--- config.mk ---
export PLATFORM = sky130hd
export DESIGN_NAME = wildcard_byte_signature_scan_unit
export DESIGN_NICKNAME = d
export VERILOG_FILES = /design/src/design/wbss_pkg.sv /design/src/design/wbss_cell.sv /design/src/design/wbss_result.sv /design/src/design/wildcard_byte_signature_scan_unit.sv
export SDC_FILE = /design/constraint.sdc
export NUM_CORES = 1
export LEC_CHECK = 0
export BUFFER_PORTS_ARGS = -buffer_cell sky130_fd_sc_hd__buf_2
export CAP_MARGIN = 20
export CORE_MARGIN = 10
export CORE_UTILIZATION = 45
export DETAILED_ROUTE_END_ITERATION = 16
export MAX_ROUTING_LAYER = met4
export PLACE_DENSITY = 0.66
export SYNTH_ARGS = -nofsm -noshare
export SYNTH_HDL_FRONTEND = slang
export SYNTH_SLANG_ARGS = --single-unit
--- constraint.sdc ---
create_clock -name clk -period 12 [get_ports clk]
set_input_delay 2.4 -clock clk [delete_from_list [all_inputs] [get_ports clk]]
set_output_delay 2.4 -clock clk [all_outputs]
set_load 0.01 [all_outputs]
--- src/design/wbss_pkg.sv ---
`timescale 1ns / 1ps
// ----------------------------------------------------------------------------
// Wildcard byte signature scan package
// Shared constants, codes and the control bundle that drives the cell chain.
// ----------------------------------------------------------------------------
package wbss_pkg;

	localparam int MAX_PATTERN_DEF = 64;
	localparam int OFFSET_BITS_DEF = 32;

	localparam int ADDR_W    = 64;
	localparam int LEN_CFG_W = 7;
	localparam int IDX_W     = 6;
	localparam int BYTE_W    = 8;
	localparam int CFG_IDX_W = 1;

	localparam logic OP_LOAD = 1'b0;
	localparam logic OP_SCAN = 1'b1;

	localparam logic [CFG_IDX_W-1:0] CFG_BASE_ADDRESS   = 1'b0;
	localparam logic [CFG_IDX_W-1:0] CFG_PATTERN_LENGTH = 1'b1;

	typedef struct packed {
		logic             scan;
		logic             clear;
		logic             load;
		logic [IDX_W-1:0] load_index;
	} cell_ctrl_t;

endpackage

--- src/design/wbss_cell.sv ---
`timescale 1ns / 1ps
// ----------------------------------------------------------------------------
// Signature cell
// Holds one signature element and its partial-match bit, and passes that bit
// on to the next cell of the chain.
// ----------------------------------------------------------------------------
module wbss_cell #(
	parameter int IDX   = 0,
	parameter int CMP_W = 7
) (
	input  logic                       clk,
	input  logic                       arst_n,
	input  wbss_pkg::cell_ctrl_t       ctrl,
	input  logic [wbss_pkg::BYTE_W-1:0] load_value,
	input  logic                       load_wild,
	input  logic [wbss_pkg::BYTE_W-1:0] data_byte,
	input  logic [CMP_W-1:0]           len,
	input  logic [CMP_W-1:0]           len_m1,
	input  logic                       prev_partial,
	output logic                       partial,
	output logic                       end_hit
);

	logic [wbss_pkg::BYTE_W-1:0] pat_q;
	logic                        wild_q;
	logic                        partial_q;
	logic                        in_use;
	logic                        is_last;
	logic                        hit;
	logic                        partial_next;

	assign in_use       = CMP_W'(IDX) < len;
	assign is_last      = CMP_W'(IDX) == len_m1;
	assign hit          = wild_q | (pat_q == data_byte);
	assign partial_next = in_use & prev_partial & hit;
	assign end_hit      = ctrl.scan & is_last & partial_next;
	assign partial      = partial_q;

	always_ff @(posedge clk) begin
		if (ctrl.load && (32'(ctrl.load_index) == IDX)) begin
			pat_q  <= load_value;
			wild_q <= load_wild;
		end
	end

	always_ff @(posedge clk or negedge arst_n) begin
		if (!arst_n) begin
			partial_q <= 1'b0;
		end else if (ctrl.clear) begin
			partial_q <= 1'b0;
		end else if (ctrl.scan) begin
			partial_q <= partial_next;
		end
	end

endmodule

--- src/design/wbss_result.sv ---
`timescale 1ns / 1ps
// ----------------------------------------------------------------------------
// Result stage
// Holds a finished scan result, adds the base address to a match offset
// (zero without a match) and presents it on the output channel, registered.
// ----------------------------------------------------------------------------
module wbss_result #(
	parameter int OFFSET_BITS = wbss_pkg::OFFSET_BITS_DEF
) (
	input  logic                        clk,
	input  logic                        arst_n,
	input  logic                        push,
	input  logic                        found_in,
	input  logic [OFFSET_BITS-1:0]      offset_in,
	input  logic [wbss_pkg::ADDR_W-1:0] base_address,
	output logic                        full,
	output logic                        out_valid,
	input  logic                        out_stall,
	output logic                        found,
	output logic [wbss_pkg::ADDR_W-1:0] match_address
);

	logic                        res_valid_s1;
	logic                        res_found_s1;
	logic [OFFSET_BITS-1:0]      res_ofs_s1;
	logic                        out_valid_q;
	logic                        found_q;
	logic [wbss_pkg::ADDR_W-1:0] addr_q;
	logic                        move;

	assign move          = res_valid_s1 & (~out_valid_q | ~out_stall);
	assign full          = res_valid_s1 & ~move;
	assign out_valid     = out_valid_q;
	assign found         = found_q;
	assign match_address = addr_q;

	always_ff @(posedge clk or negedge arst_n) begin
		if (!arst_n) begin
			res_valid_s1 <= 1'b0;
			out_valid_q  <= 1'b0;
		end else begin
			if (push) begin
				res_valid_s1 <= 1'b1;
			end else if (move) begin
				res_valid_s1 <= 1'b0;
			end
			if (move) begin
				out_valid_q <= 1'b1;
			end else if (!out_stall) begin
				out_valid_q <= 1'b0;
			end
		end
	end

	always_ff @(posedge clk) begin
		if (push) begin
			res_found_s1 <= found_in;
			res_ofs_s1   <= offset_in;
		end
		if (move) begin
			found_q <= res_found_s1;
			addr_q  <= res_found_s1 ?
				base_address + wbss_pkg::ADDR_W'(res_ofs_s1) : '0;
		end
	end

	a_empty_result_zero: assert property (@(posedge clk) disable iff (!arst_n)
		out_valid_q && !found_q |-> addr_q == '0)
		else $error("Result without a match carries a nonzero address.");

	a_full_blocks: assert property (@(posedge clk) disable iff (!arst_n)
		full |=> res_valid_s1)
		else $error("Held result was lost.");

endmodule

--- src/design/wildcard_byte_signature_scan_unit.sv ---
`timescale 1ns / 1ps
// ----------------------------------------------------------------------------
// Wildcard byte signature scan unit
// Finds the first occurrence of a signature with wildcard elements in a byte
// stream, using a chain of cells that all compare in parallel.
//
// Input channel (in_valid / in_stall): a transaction with opcode load writes
// one signature element; with opcode scan it presents one data byte. One
// transaction is taken every cycle while in_stall is low. A scan transaction
// with last_byte set closes the buffer and produces one result transaction
// on the output channel (out_valid / out_stall) via the result stage and the
// output register, holding found and the address of the first match. The
// user must write base address and signature length on the configuration
// port only while the unit is idle; the unit itself does not enforce this.
// Reset clears the partial-match chain, the scan position and the latched
// match; the signature store is undefined until written. When the receiver
// stalls, one result waits in the output register and a second one in the
// result stage; in_stall rises only after that, and only with both held.
// ----------------------------------------------------------------------------
module wildcard_byte_signature_scan_unit #(
	parameter int MAX_PATTERN = wbss_pkg::MAX_PATTERN_DEF,
	parameter int OFFSET_BITS = wbss_pkg::OFFSET_BITS_DEF
) (
	input  logic                           clk,
	input  logic                           arst_n,
	input  logic                           cfg_we,
	input  logic [wbss_pkg::CFG_IDX_W-1:0] cfg_index,
	input  logic [wbss_pkg::ADDR_W-1:0]    cfg_wdata,
	input  logic                           in_valid,
	output logic                           in_stall,
	input  logic                           opcode,
	input  logic [wbss_pkg::IDX_W-1:0]     pattern_index,
	input  logic [wbss_pkg::BYTE_W-1:0]    pattern_value,
	input  logic                           wildcard_req,
	input  logic [wbss_pkg::BYTE_W-1:0]    data_byte,
	input  logic                           last_byte,
	output logic                           out_valid,
	input  logic                           out_stall,
	output logic                           found,
	output logic [wbss_pkg::ADDR_W-1:0]    match_address
);

	localparam int LEN_W = $clog2(MAX_PATTERN + 1);
	localparam int CMP_W = (LEN_W > wbss_pkg::LEN_CFG_W) ? LEN_W : wbss_pkg::LEN_CFG_W;
	localparam int SUB_W = (CMP_W > OFFSET_BITS) ? CMP_W : OFFSET_BITS;

	logic [wbss_pkg::ADDR_W-1:0]    base_address_q;
	logic [wbss_pkg::LEN_CFG_W-1:0] pattern_length_q;
	logic [OFFSET_BITS-1:0]         scan_position_q;
	logic                           match_latched_q;
	logic [OFFSET_BITS-1:0]         match_offset_q;

	logic                 accept;
	logic                 scan_acc;
	logic                 last_acc;
	logic [CMP_W-1:0]     len_ext;
	logic [CMP_W-1:0]     len;
	logic [CMP_W-1:0]     len_m1;
	logic [SUB_W-1:0]     diff;
	logic [OFFSET_BITS-1:0] start_ofs;
	logic                 detect;
	logic                 found_next;
	logic [OFFSET_BITS-1:0] ofs_next;
	logic                 res_full;
	wbss_pkg::cell_ctrl_t ctrl;
	logic [MAX_PATTERN-1:0] partial;
	logic [MAX_PATTERN-1:0] end_hit;

	assign in_stall = res_full;
	assign accept   = in_valid & ~in_stall;
	assign scan_acc = accept & (opcode == wbss_pkg::OP_SCAN);
	assign last_acc = scan_acc & last_byte;

	assign ctrl.scan       = scan_acc;
	assign ctrl.clear      = last_acc;
	assign ctrl.load       = accept & (opcode == wbss_pkg::OP_LOAD);
	assign ctrl.load_index = pattern_index;

	always_comb begin
		len_ext = CMP_W'(pattern_length_q);
		if (len_ext == '0) begin
			len = CMP_W'(1);
		end else if (len_ext > CMP_W'(MAX_PATTERN)) begin
			len = CMP_W'(MAX_PATTERN);
		end else begin
			len = len_ext;
		end
	end

	assign len_m1    = len - CMP_W'(1);
	assign diff      = SUB_W'(scan_position_q) - SUB_W'(len_m1);
	assign start_ofs = diff[OFFSET_BITS-1:0];
	assign detect    = |end_hit;

	assign found_next = match_latched_q | detect;
	assign ofs_next   = match_latched_q ? match_offset_q : start_ofs;

	for (genvar j = 0; j < MAX_PATTERN; j++) begin : g_cell
		logic prev;
		if (j == 0) begin : g_head
			assign prev = 1'b1;
		end else begin : g_link
			assign prev = partial[j-1];
		end
		wbss_cell #(
			.IDX   (j),
			.CMP_W (CMP_W)
		) u_cell (
			.clk          (clk),
			.arst_n       (arst_n),
			.ctrl         (ctrl),
			.load_value   (pattern_value),
			.load_wild    (wildcard_req),
			.data_byte    (data_byte),
			.len          (len),
			.len_m1       (len_m1),
			.prev_partial (prev),
			.partial      (partial[j]),
			.end_hit      (end_hit[j])
		);
	end

	always_ff @(posedge clk or negedge arst_n) begin
		if (!arst_n) begin
			base_address_q   <= '0;
			pattern_length_q <= wbss_pkg::LEN_CFG_W'(1);
		end else if (cfg_we) begin
			unique case (cfg_index)
				wbss_pkg::CFG_BASE_ADDRESS: begin
					base_address_q <= cfg_wdata;
				end
				wbss_pkg::CFG_PATTERN_LENGTH: begin
					pattern_length_q <= cfg_wdata[wbss_pkg::LEN_CFG_W-1:0];
				end
				default: begin
				end
			endcase
		end
	end

	always_ff @(posedge clk or negedge arst_n) begin
		if (!arst_n) begin
			scan_position_q <= '0;
			match_latched_q <= 1'b0;
			match_offset_q  <= '0;
		end else if (last_acc) begin
			scan_position_q <= '0;
			match_latched_q <= 1'b0;
			match_offset_q  <= '0;
		end else if (scan_acc) begin
			scan_position_q <= scan_position_q + OFFSET_BITS'(1);
			if (detect && !match_latched_q) begin
				match_latched_q <= 1'b1;
				match_offset_q  <= start_ofs;
			end
		end
	end

	wbss_result #(
		.OFFSET_BITS (OFFSET_BITS)
	) u_result (
		.clk           (clk),
		.arst_n        (arst_n),
		.push          (last_acc),
		.found_in      (found_next),
		.offset_in     (ofs_next),
		.base_address  (base_address_q),
		.full          (res_full),
		.out_valid     (out_valid),
		.out_stall     (out_stall),
		.found         (found),
		.match_address (match_address)
	);

	a_clear_after_last: assert property (@(posedge clk) disable iff (!arst_n)
		last_acc |=> scan_position_q == '0 && !match_latched_q)
		else $error("Scan state not cleared after the final byte.");

	a_position_steps: assert property (@(posedge clk) disable iff (!arst_n)
		scan_acc && !last_byte |=>
			scan_position_q == $past(scan_position_q) + OFFSET_BITS'(1))
		else $error("Scan position did not advance by one.");

	a_offset_idle: assert property (@(posedge clk) disable iff (!arst_n)
		!match_latched_q |-> match_offset_q == '0)
		else $error("Match offset set without a latched match.");

	a_latch_holds: assert property (@(posedge clk) disable iff (!arst_n)
		match_latched_q && !last_acc |=> match_latched_q &&
			match_offset_q == $past(match_offset_q))
		else $error("Latched match changed before the end of the buffer.");

endmodule

# ---- After elaboration in Yosys (flattened, before gate mapping)
# Cells that the tools add are included.
dict set report classes {
  add_sub_neg 4
  magnitude_cmp 65
  eq_ne 191
  muxes 141
  n_bitwise 333
  n_reduce_logical 76
}
# operator count
set op_table {}
lappend op_table {{$eq 8x8->1} 64}
lappend op_table {{$and 1x1->1} 261}
lappend op_table {{$eq 6x7->1 const A} 32}
lappend op_table {{$lt 6x7->1 const A} 32}
lappend op_table {{$eq 6x6->1 const B} 32}
lappend op_table {{$mux 32} 6}
lappend op_table {{$mux 1} 133}
lappend op_table {{$eq 5x7->1 const A} 16}
lappend op_table {{$lt 5x7->1 const A} 16}
lappend op_table {{$eq 6x5->1 const B} 16}
lappend op_table {{$or 1x1->1} 66}
lappend op_table {{$logic_and 1x1->1} 65}
lappend op_table {{$add 64x32->64} 1}
lappend op_table {{$reduce_or 64->1} 1}
lappend op_table {{$eq 4x7->1 const A} 8}
lappend op_table {{$lt 4x7->1 const A} 8}
lappend op_table {{$eq 6x4->1 const B} 8}
lappend op_table {{$add 32x1->32 const B} 1}
lappend op_table {{$sub 32x7->32} 1}
lappend op_table {{$eq 3x7->1 const A} 4}
lappend op_table {{$lt 3x7->1 const A} 4}
lappend op_table {{$eq 6x3->1 const B} 4}
lappend op_table {{$eq 2x7->1 const A} 2}
lappend op_table {{$logic_not 7->1} 2}
lappend op_table {{14 further kinds} 27}
dict set report totals {
  regBits 875
  in_bits 95
  elab_cells 1012
}

# ---- Longest topological paths before layout
# Gate-level depths: netlist of run 1.
dict set report depth {
  ltp_word 15
  depth_mapped 21
  mapped_depth_nobuf 19
}

# ---- Worst setup path after synthesis of run 1
# Ideal clock, no wire load.
dict set report synth_timing {
  kind {input-to-reg}
  start {input out_stall}
  end {register u_result.found_q, in the netlist u_result.found (enable)}
  setup_ns 0.587
  t_arrival_ns 7.140
  required_ns 11.413
  slack_ns 4.273
  cell_stages 1
  n_path_buf 0
  path_cell_list {a21boi_0}
}
dict set report synth_via {
  elab_chain_len 3
}
# element line_no
set synth_lines {}
lappend synth_lines {{start, declared} wildcard_byte_signature_scan_unit.sv:38} ;# input logic out_stall,
lappend synth_lines {{$not 1->1} wbss_result.sv:31} ;# assign move = res_valid_s1 & (~out_valid_q | ~out_stall);
lappend synth_lines {{$or 1x1->1} wbss_result.sv:31}
lappend synth_lines {{$and 1x1->1} wbss_result.sv:31}
lappend synth_lines {{end signal, assigned} wbss_result.sv:61} ;# found_q <= res_found_s1;
lappend synth_lines {{end, declared} wbss_result.sv:27} ;# logic found_q;
# Every way passes these cells.
# A chain may end at the register's enable or synchronous reset.

# ---- Worst setup path in the final report of run 1
dict set report layout_timing {
  start {register pattern_length_q (netlist bit len_ext[4])}
  end {register u_result.res_ofs_s1[27] (data pin)}
}
dict set report layout_via {
  elab_chain_len 6
  elab_cells_between_ends 7
  cone_classes {add/sub: 2; order compare: 1; mux: 3; reduce/logical: 1}
}
# element line_no
set layout_lines {}
lappend layout_lines {{start, declared} wildcard_byte_signature_scan_unit.sv:48} ;# logic [wbss_pkg::LEN_CFG_W-1:0] pattern_length_q;
lappend layout_lines {{start signal, assigned} wildcard_byte_signature_scan_unit.sv:126} ;# pattern_length_q <= wbss_pkg::LEN_CFG_W'(1);
lappend layout_lines {{start signal, assigned} wildcard_byte_signature_scan_unit.sv:133} ;# pattern_length_q <= cfg_wdata[wbss_pkg::LEN_CFG_W-1:0];
lappend layout_lines {{$gt 7x7->1} wildcard_byte_signature_scan_unit.sv:83} ;# end else if (len_ext > CMP_W'(MAX_PATTERN)) begin
lappend layout_lines {{$mux 7} wildcard_byte_signature_scan_unit.sv:83}
lappend layout_lines {{$mux 7 *} wildcard_byte_signature_scan_unit.sv:81} ;# if (len_ext == '0) begin
lappend layout_lines {{$sub 7x1->7 *} wildcard_byte_signature_scan_unit.sv:90} ;# assign len_m1 = len - CMP_W'(1);
lappend layout_lines {{$sub 32x7->32 *} wildcard_byte_signature_scan_unit.sv:91} ;# assign diff = SUB_W'(scan_position_q) - SUB_W'(len_m1);
lappend layout_lines {{$mux 32 *} wildcard_byte_signature_scan_unit.sv:96} ;# assign ofs_next = match_latched_q ? match_offset_q : start_ofs;
lappend layout_lines {{named net ofs_next[27]} wildcard_byte_signature_scan_unit.sv:63} ;# logic [OFFSET_BITS-1:0] ofs_next;
lappend layout_lines {{end signal, assigned} wbss_result.sv:58} ;# res_ofs_s1 <= offset_in;
lappend layout_lines {{end, declared} wbss_result.sv:25} ;# logic [OFFSET_BITS-1:0] res_ofs_s1;
# Mark *: on every way through the listed nets, which the timed path passes. The rest lies on a longest branch.

==> run summary, run 1 <==
Rows - 109
Asr flop ratio synth - 23.0%
DRT Pass-1 Iters - 7
Initial antenna violation count - 3
Number of port buffers - 161
Worst r2r src - len_ext[4]
Final core area utilization - 50.9%
Drt drc - 0
Yosys warns - 0
Setup TNS - 0 ps
Detailed-route via count - 24.8k
Seq/Total Area, Yosys - 63.1%
Worst min-delay path category - reg -> reg
Gate count after technology mapping - 3,067
Area after DPL - 42,000 sq um
Fin area - 45,000 sq um
Synth unique cells - 81
Worst hold path depth - 2
Pre-CTS setup slack - 5430 ps
Layout cells sized above 1 - 14.2%
Gpl congestion - 0.932
Core area - 88,400 sq um
Startpoint types - register
Vias in the first global route - 24.8k
Top_reg_cell synth - edfxtp_1
CP Capture Type - register
Worst Setup Path Type - reg -> reg
Final setup margin - 5930 ps
Number of nets in the layout - 3,346
Antenna-violating nets left - 0
Wirelength per Cell - 22.6 microns
Initial Utilization - 45.3%
CTS tree - yes
Clk_lat worst skew - 650 ps
Syn nets - 3,206
Fin crit period - 6070 ps
Num Clock Sinks - 875
Crit path from - len_ext[4]
Critical R2R Capture - u_result.res_ofs_s1[27]
Max-cap check violation count - 0
Status - completed
Total track usage - 19.9%
Clock buffer depth - 3
Peak supply drop - 151 uV
Number of CTS-inserted buffers - 92
Final period util - 50.6%
Setup Skew - 18.3 ps
Synthesized area - 40,100 sq um
Max Freq - 165 MHz
RSZ-0062 raised after global routing - false
CTS root buffer - clkbuf_16
Dpl hpwl - 61.1 mm
Cell Pwr Density - 161 nW/um^2
Pleak - 0.0164 uW
H-tree depth - 3
First-pass GRT wire length - 153 mm
Slew HR - 31.0%
Clock-pin slew on the worst setup and hold paths - 60 ps
WP data arrival - 6460 ps
Critical Path End - u_result.res_ofs_s1[27]
# setup viols final - 0
Final Hold Viols - 0
Pins Over Slew Limit - 0
Largest net degree at the start of global routing - 74
Crit-path max FO - 23
Syn-to-layout area delta - 12.2%
Worst slew pin tran - 1040 ps
Hold_buf cts - 0
Vias/cell - 5.58
R2R setup slack - 5930 ps
Post-CTS Resized - 0
Drt total wl - 100 mm
Pwr Total - 7230 uW
Post-synth EDFFs - 674
Die ar. - 101,000 sq um
Synth Area per Inst - 13.1 sq um
Die X - 318 microns
Number of DRC markers in iteration 0 - 2,420
I/O pin count - 162
WP data required - 12,390 ps
Chip height - 318 microns
R2R depth - 18
Post-CTS setup buffer count - 0
Overflow after GRT - 0
Flops & latches, synth - 875
cell usage after synthesis, types with 7 or more instances:
library cell  number  share of area (%)
mux2_2            97                2.7
nor2_1           198                1.9
xnor2_1           93                2.0
dfrtp_1          200                 12
or2_2             10               0.16
a211oi_1           9               0.17
nor3_1            52               0.65
and2_1            15               0.23
nand2_1          233                2.2
nor4_1           127                2.0
inv_1             31               0.29
nand3_1           56               0.70
a21oi_1          119                1.5
clkbuf_1          82               0.77
nand2b_1          25               0.39
or3_1             24               0.37
mux2i_1           40                1.0
buf_1             14               0.13
o31ai_1           13               0.24
nand4_1           30               0.47
ha_1              42                1.3
buf_2             51               0.64
nor3b_1            9               0.17
a21o_1            15               0.28
nor2b_1           10               0.16
a2111oi_0          8               0.17
xor2_1           518                 11
o21ai_0           85                1.1
o41ai_1           30               0.66
and3_1            27               0.42
edfxtp_1         674                 51
o211ai_1           7               0.13
kinds of logic after synthesis:
| logic type | count (synthesis) | synth area share (%) |
|---|---|---|
| AO/OA/AOI/OAI | 356 | 5.68 |
| XOR/XNOR | 613 | 13.4 |
| AND/OR/NAND/NOR | 852 | 10.6 |
| adder cells (fa/ha/maj) | 46 | 1.46 |
| multiplexers | 137 | 3.73 |
| buffers and inverters | 188 | 2.02 |
| flip-flops | 875 | 63.1 |
per-layer routing:
layer	up-vias	track usage, %	routed length, microns
li1	11426	-	-
met1	12316	26.4	43900
met2	917	31.2	46600
met3	174	3.45	7240
met4	0	6.05	2680
met5	-	-	0
layout by cell type, fill, tap and decap left out, types with 40 or more instances in the layout:
master,synthesis,layout
edfxtp_1,674,674
xor2_1,518,518
nand2_1,233,232
dfrtp_1,200,200
nor2_1,198,198
buf_2,51,152
nor4_1,127,127
a21oi_1,119,119
mux2_2,97,97
clkbuf_16,0,94
xnor2_1,93,93
o21ai_0,85,85
nand3_1,56,55
nor3_1,52,52
buf_4,2,47
ha_1,42,42
mux2i_1,40,40
report_power, final:
group          internal, uW  switching (uW)  total, uW  leakage (uW)
Sequential             3420            85.2       3500       0.00870
Combinational           357             567        924       0.00625
Clock                  1640            1160       2810       0.00144
how the worst min path moves through the flow:
stage / start / end / slack, ps
after floorplan: g_cell[57].u_cell.partial / g_cell[57].u_cell.partial / 430
after global placement: g_cell[49].u_cell.partial / g_cell[49].u_cell.partial / 450
after detailed placement: g_cell[57].u_cell.partial / g_cell[57].u_cell.partial / 450
after CTS: g_cell[49].u_cell.partial / g_cell[49].u_cell.partial / 470
after global routing: g_cell[15].u_cell.partial / g_cell[15].u_cell.partial / 490
final: g_cell[49].u_cell.partial / g_cell[49].u_cell.partial / 470
through the flow:
step | cells | hold slack [ps]
finish | 4449 | 466
global route | 4448 | 489
CTS | 4446 | 466
detailed placement | 4278 | 453
global placement | 4278 | 448
floorplan | 3067 | 431
cell type report:
type | count | area, sq um
fill | 7533 | 43400
antenna | 3 | 7.51
sequential | 875 | 25300
timing repair buffer | 200 | 1130
inverter | 34 | 128
clock buffer | 128 | 2530
tap | 1165 | 1460
multi-input combinational | 2004 | 14000
clock inverter | 40 | 430
critical path, cell delays in order, from the launching register on:
cell and delay (ps):
dfrtp_1 700, or3_1 530, nor3_1 160, nor2_1 60, nor2_1 170, inv_1 130, ha_1 290, xor2_2 170
buf_4 290, clkinv_1 390, ha_1 450, o21ai_0 90, nand2b_1 110, maj3_1 420, a2111oi_0 690, nand2b_1 390
nor4_1 310, xor2_1 150, mux2_2 290
flip-flops by register name, summed over array words and instances (netlist names):
name,flops
u_result.found,1
match_latched_q,1
match_offset_q,32
u_result.match_address,64
u_result.res_ofs_s1,32
u_result.res_found_s1,1
scan_position_q,32
u_result.res_valid_s1,1
g_cell.u_cell.partial,63
u_result.out_valid,1
len_ext,7
g_cell.u_cell.pat_q,512
base_address_q,64
g_cell.u_cell.wild_q,64
Power figures use the tool's default switching activity.
==> run 2, diff against run 1 <==
==> constraint.sdc (replaced) <==
create_clock -name clk -period 5.64 [get_ports clk]
set_input_delay 1.128 -clock clk [delete_from_list [all_inputs] [get_ports clk]]
set_output_delay 1.128 -clock clk [all_outputs]
set_load 0.01 [all_outputs]
==> run 2 against run 1 <==
- non-clock buffer count is 31 higher
- count of clock-buffer cells in the layout down 1
- combinational power rose by 120%
- wire length increased by 4.9%
- largest power group unchanged
==> run summary, run 2 (synthesized netlist as in run 1, its figures left out) <==
Status - completed
Worst min-delay path category - reg -> reg
R2R depth - 17
Pwr Total - 15,400 uW
Largest reg by FF count - g_cell.u_cell.pat_q
Pins Over Slew Limit - 0
Highest Signal Layer - met4
WP data arrival - 5730 ps
Die X - 318 microns
Most common cell after layout, fill and taps aside - edfxtp_1
Num Clock Sinks - 875
Worst Setup Path Type - reg -> reg
Drt drc - 0
Overflow after GRT - 0
Post-CTS setup buffer count - 0
Final period util - 94.2%
Met2 WL - 49.1 mm
DR WL met3 - 7.09 mm
Layout cells sized above 1 - 15.0%
Switch share - 25.9%
Worst hold path depth - 2
Critical R2R Capture - u_result.res_ofs_s1[27]
Clock Power Share - 38.5%
Pleak - 0.0166 uW
Largest net degree at the start of global routing - 104
Worst r2r src - len_ext[2]
R2R setup slack - 330 ps
Chip height - 318 microns
I/O pin count - 162
Crit-path max FO - 9
Pre-CTS setup slack - 283 ps
# setup viols final - 0
Worst hold margin - 466 ps
First-pass GRT wire length - 158 mm
H-tree depth - 3
Final Hold Viols - 0
Number of CTS-inserted buffers - 94
Cell Pwr Density - 340 nW/um^2
Antenna-violating nets left - 0
Max-cap check violation count - 0
Commonest non-fill, non-tap cells in the layout - edfxtp_1 (674), xor2_1 (518), nand2_1 (232), dfrtp_1 (200), nor2_1 (198)
Final setup margin - 328 ps
Die ar. - 101,000 sq um
Detailed-route via count - 25.3k
Clock buffer depth - 3
Syn-to-layout area delta - 13.2%
Area of the multi-input gates - 14,000 sq um
Peak supply drop - 242 uV
Critical Path End - u_result.res_ofs_s1[27]
Worst slew pin tran - 1090 ps
Clock-pin slew on the worst setup and hold paths - 60 ps
Startpoint types - register
Core area - 88,400 sq um
Dpl hpwl - 67.3 mm
CTS tree - yes
Number of DRC markers in iteration 0 - 2,609
Max Freq - 188 MHz
DRT Pass-1 Iters - 6
WP data required - 6060 ps
Rows - 109
CP Capture Type - register
Largest register FFs - 512
Vias/cell - 5.63
Internal Power - 11,400 uW
CTS root buffer - clkbuf_16
Drt total wl - 105 mm
Register area - 25,300 sq um
Initial Utilization - 45.3%
Filler Cell Count - 7,484
Crit path from - len_ext[2]
Sequential Power Share - 48.2%
Combinational share of power - 13.3%
Number of nets in the layout - 3,379
Clk_lat worst skew - 680 ps
Setup Skew - 32.8 ps
Fin crit period - 5310 ps
Initial antenna violation count - 5
Number of port buffers - 161
Vias in the first global route - 25.2k
Total track usage - 20.8%
Final core area utilization - 51.3%
Slew HR - 26.6%
Net switching power - 4000 uW
WL met1 - 46.2 mm
Gpl congestion - 0.948
Wirelength per Cell - 23.5 microns
## run 2: changes by cell type in the layout (fill, tap and decap cells not counted), sizes merged
cell	change
clkinv	+9
bufinv	-5
inv	+3
diode	+1
clkinvlp	+1
clkbuf	-1
buf	+31
## run 2: how the worst min path moves through the flow
stage | from | endpoint | slack, ps
final | g_cell[57].u_cell.partial | g_cell[57].u_cell.partial | 470
after global routing | g_cell[52].u_cell.partial | g_cell[52].u_cell.partial | 490
after CTS | g_cell[57].u_cell.partial | g_cell[57].u_cell.partial | 470
after detailed placement | g_cell[57].u_cell.partial | g_cell[57].u_cell.partial | 450
after global placement | g_cell[57].u_cell.partial | g_cell[57].u_cell.partial | 450
after floorplan | g_cell[57].u_cell.partial | g_cell[57].u_cell.partial | 430
## run 2: through the flow
stage	instance area (sq um)	std cells	setup TNS (ps)
after global routing	45300	4486	-45.7
after floorplan	40100	3067	0
after detailed placement	42400	4308	0
after CTS	45300	4483	0
after global placement	42300	4306	0
final	45300	4488	0
## run 2: cell type report
| class | instances | share of cell area (%) |
|---|---|---|
| flip-flops and latches | 875 | 55.7 |
| multi-input cells | 2004 | 30.9 |
| clock buffers | 127 | 5.71 |
| repair buffers | 231 | 3.35 |
| well taps | 1165 | 3.21 |
| clock inverters | 48 | 0.806 |
| inverters | 34 | 0.281 |
| diodes | 4 | 0.0221 |
## run 2: critical path, cell delays in order (launching register included)
cell       delay, ps
dfrtp_1          370
or3_1            450
nor3_1           170
nor2_1            60
nor2_1           190
inv_1            130
ha_1             290
xor2_2           210
clkinv_1         300
ha_1             430
o21ai_0           90
nand2b_1         100
maj3_1           420
a2111oi_1        700
nand2b_1         420
nor4_1           340
xor2_1           130
mux2_2           280
## run 2: timing repair
item / 4_1_cts / 5_1_grt
endpoints found under the setup margin: 0 / 8
resized for setup: 0 / 1
hold buffers: 0 / 0
## run 2: routing by layer
layer  vias to the layer above  global-route usage (%)
met3                       174                    3.64
met2                       948                    32.5
li1                      11491                       -
met4                         0                    6.10
met1                     12659                    27.7
met5                         -                       -
## run 2: power by group through the flow
stage | clock network, uW | logic (uW) | registers (uW)
after floorplan | 0 | 1370 | 7530
after global placement | 0 | 2000 | 7570
after detailed placement | 0 | 2030 | 7570
after CTS | 6030 | 2040 | 7440
after global routing | 6280 | 2240 | 7470
final | 5930 | 2050 | 7440
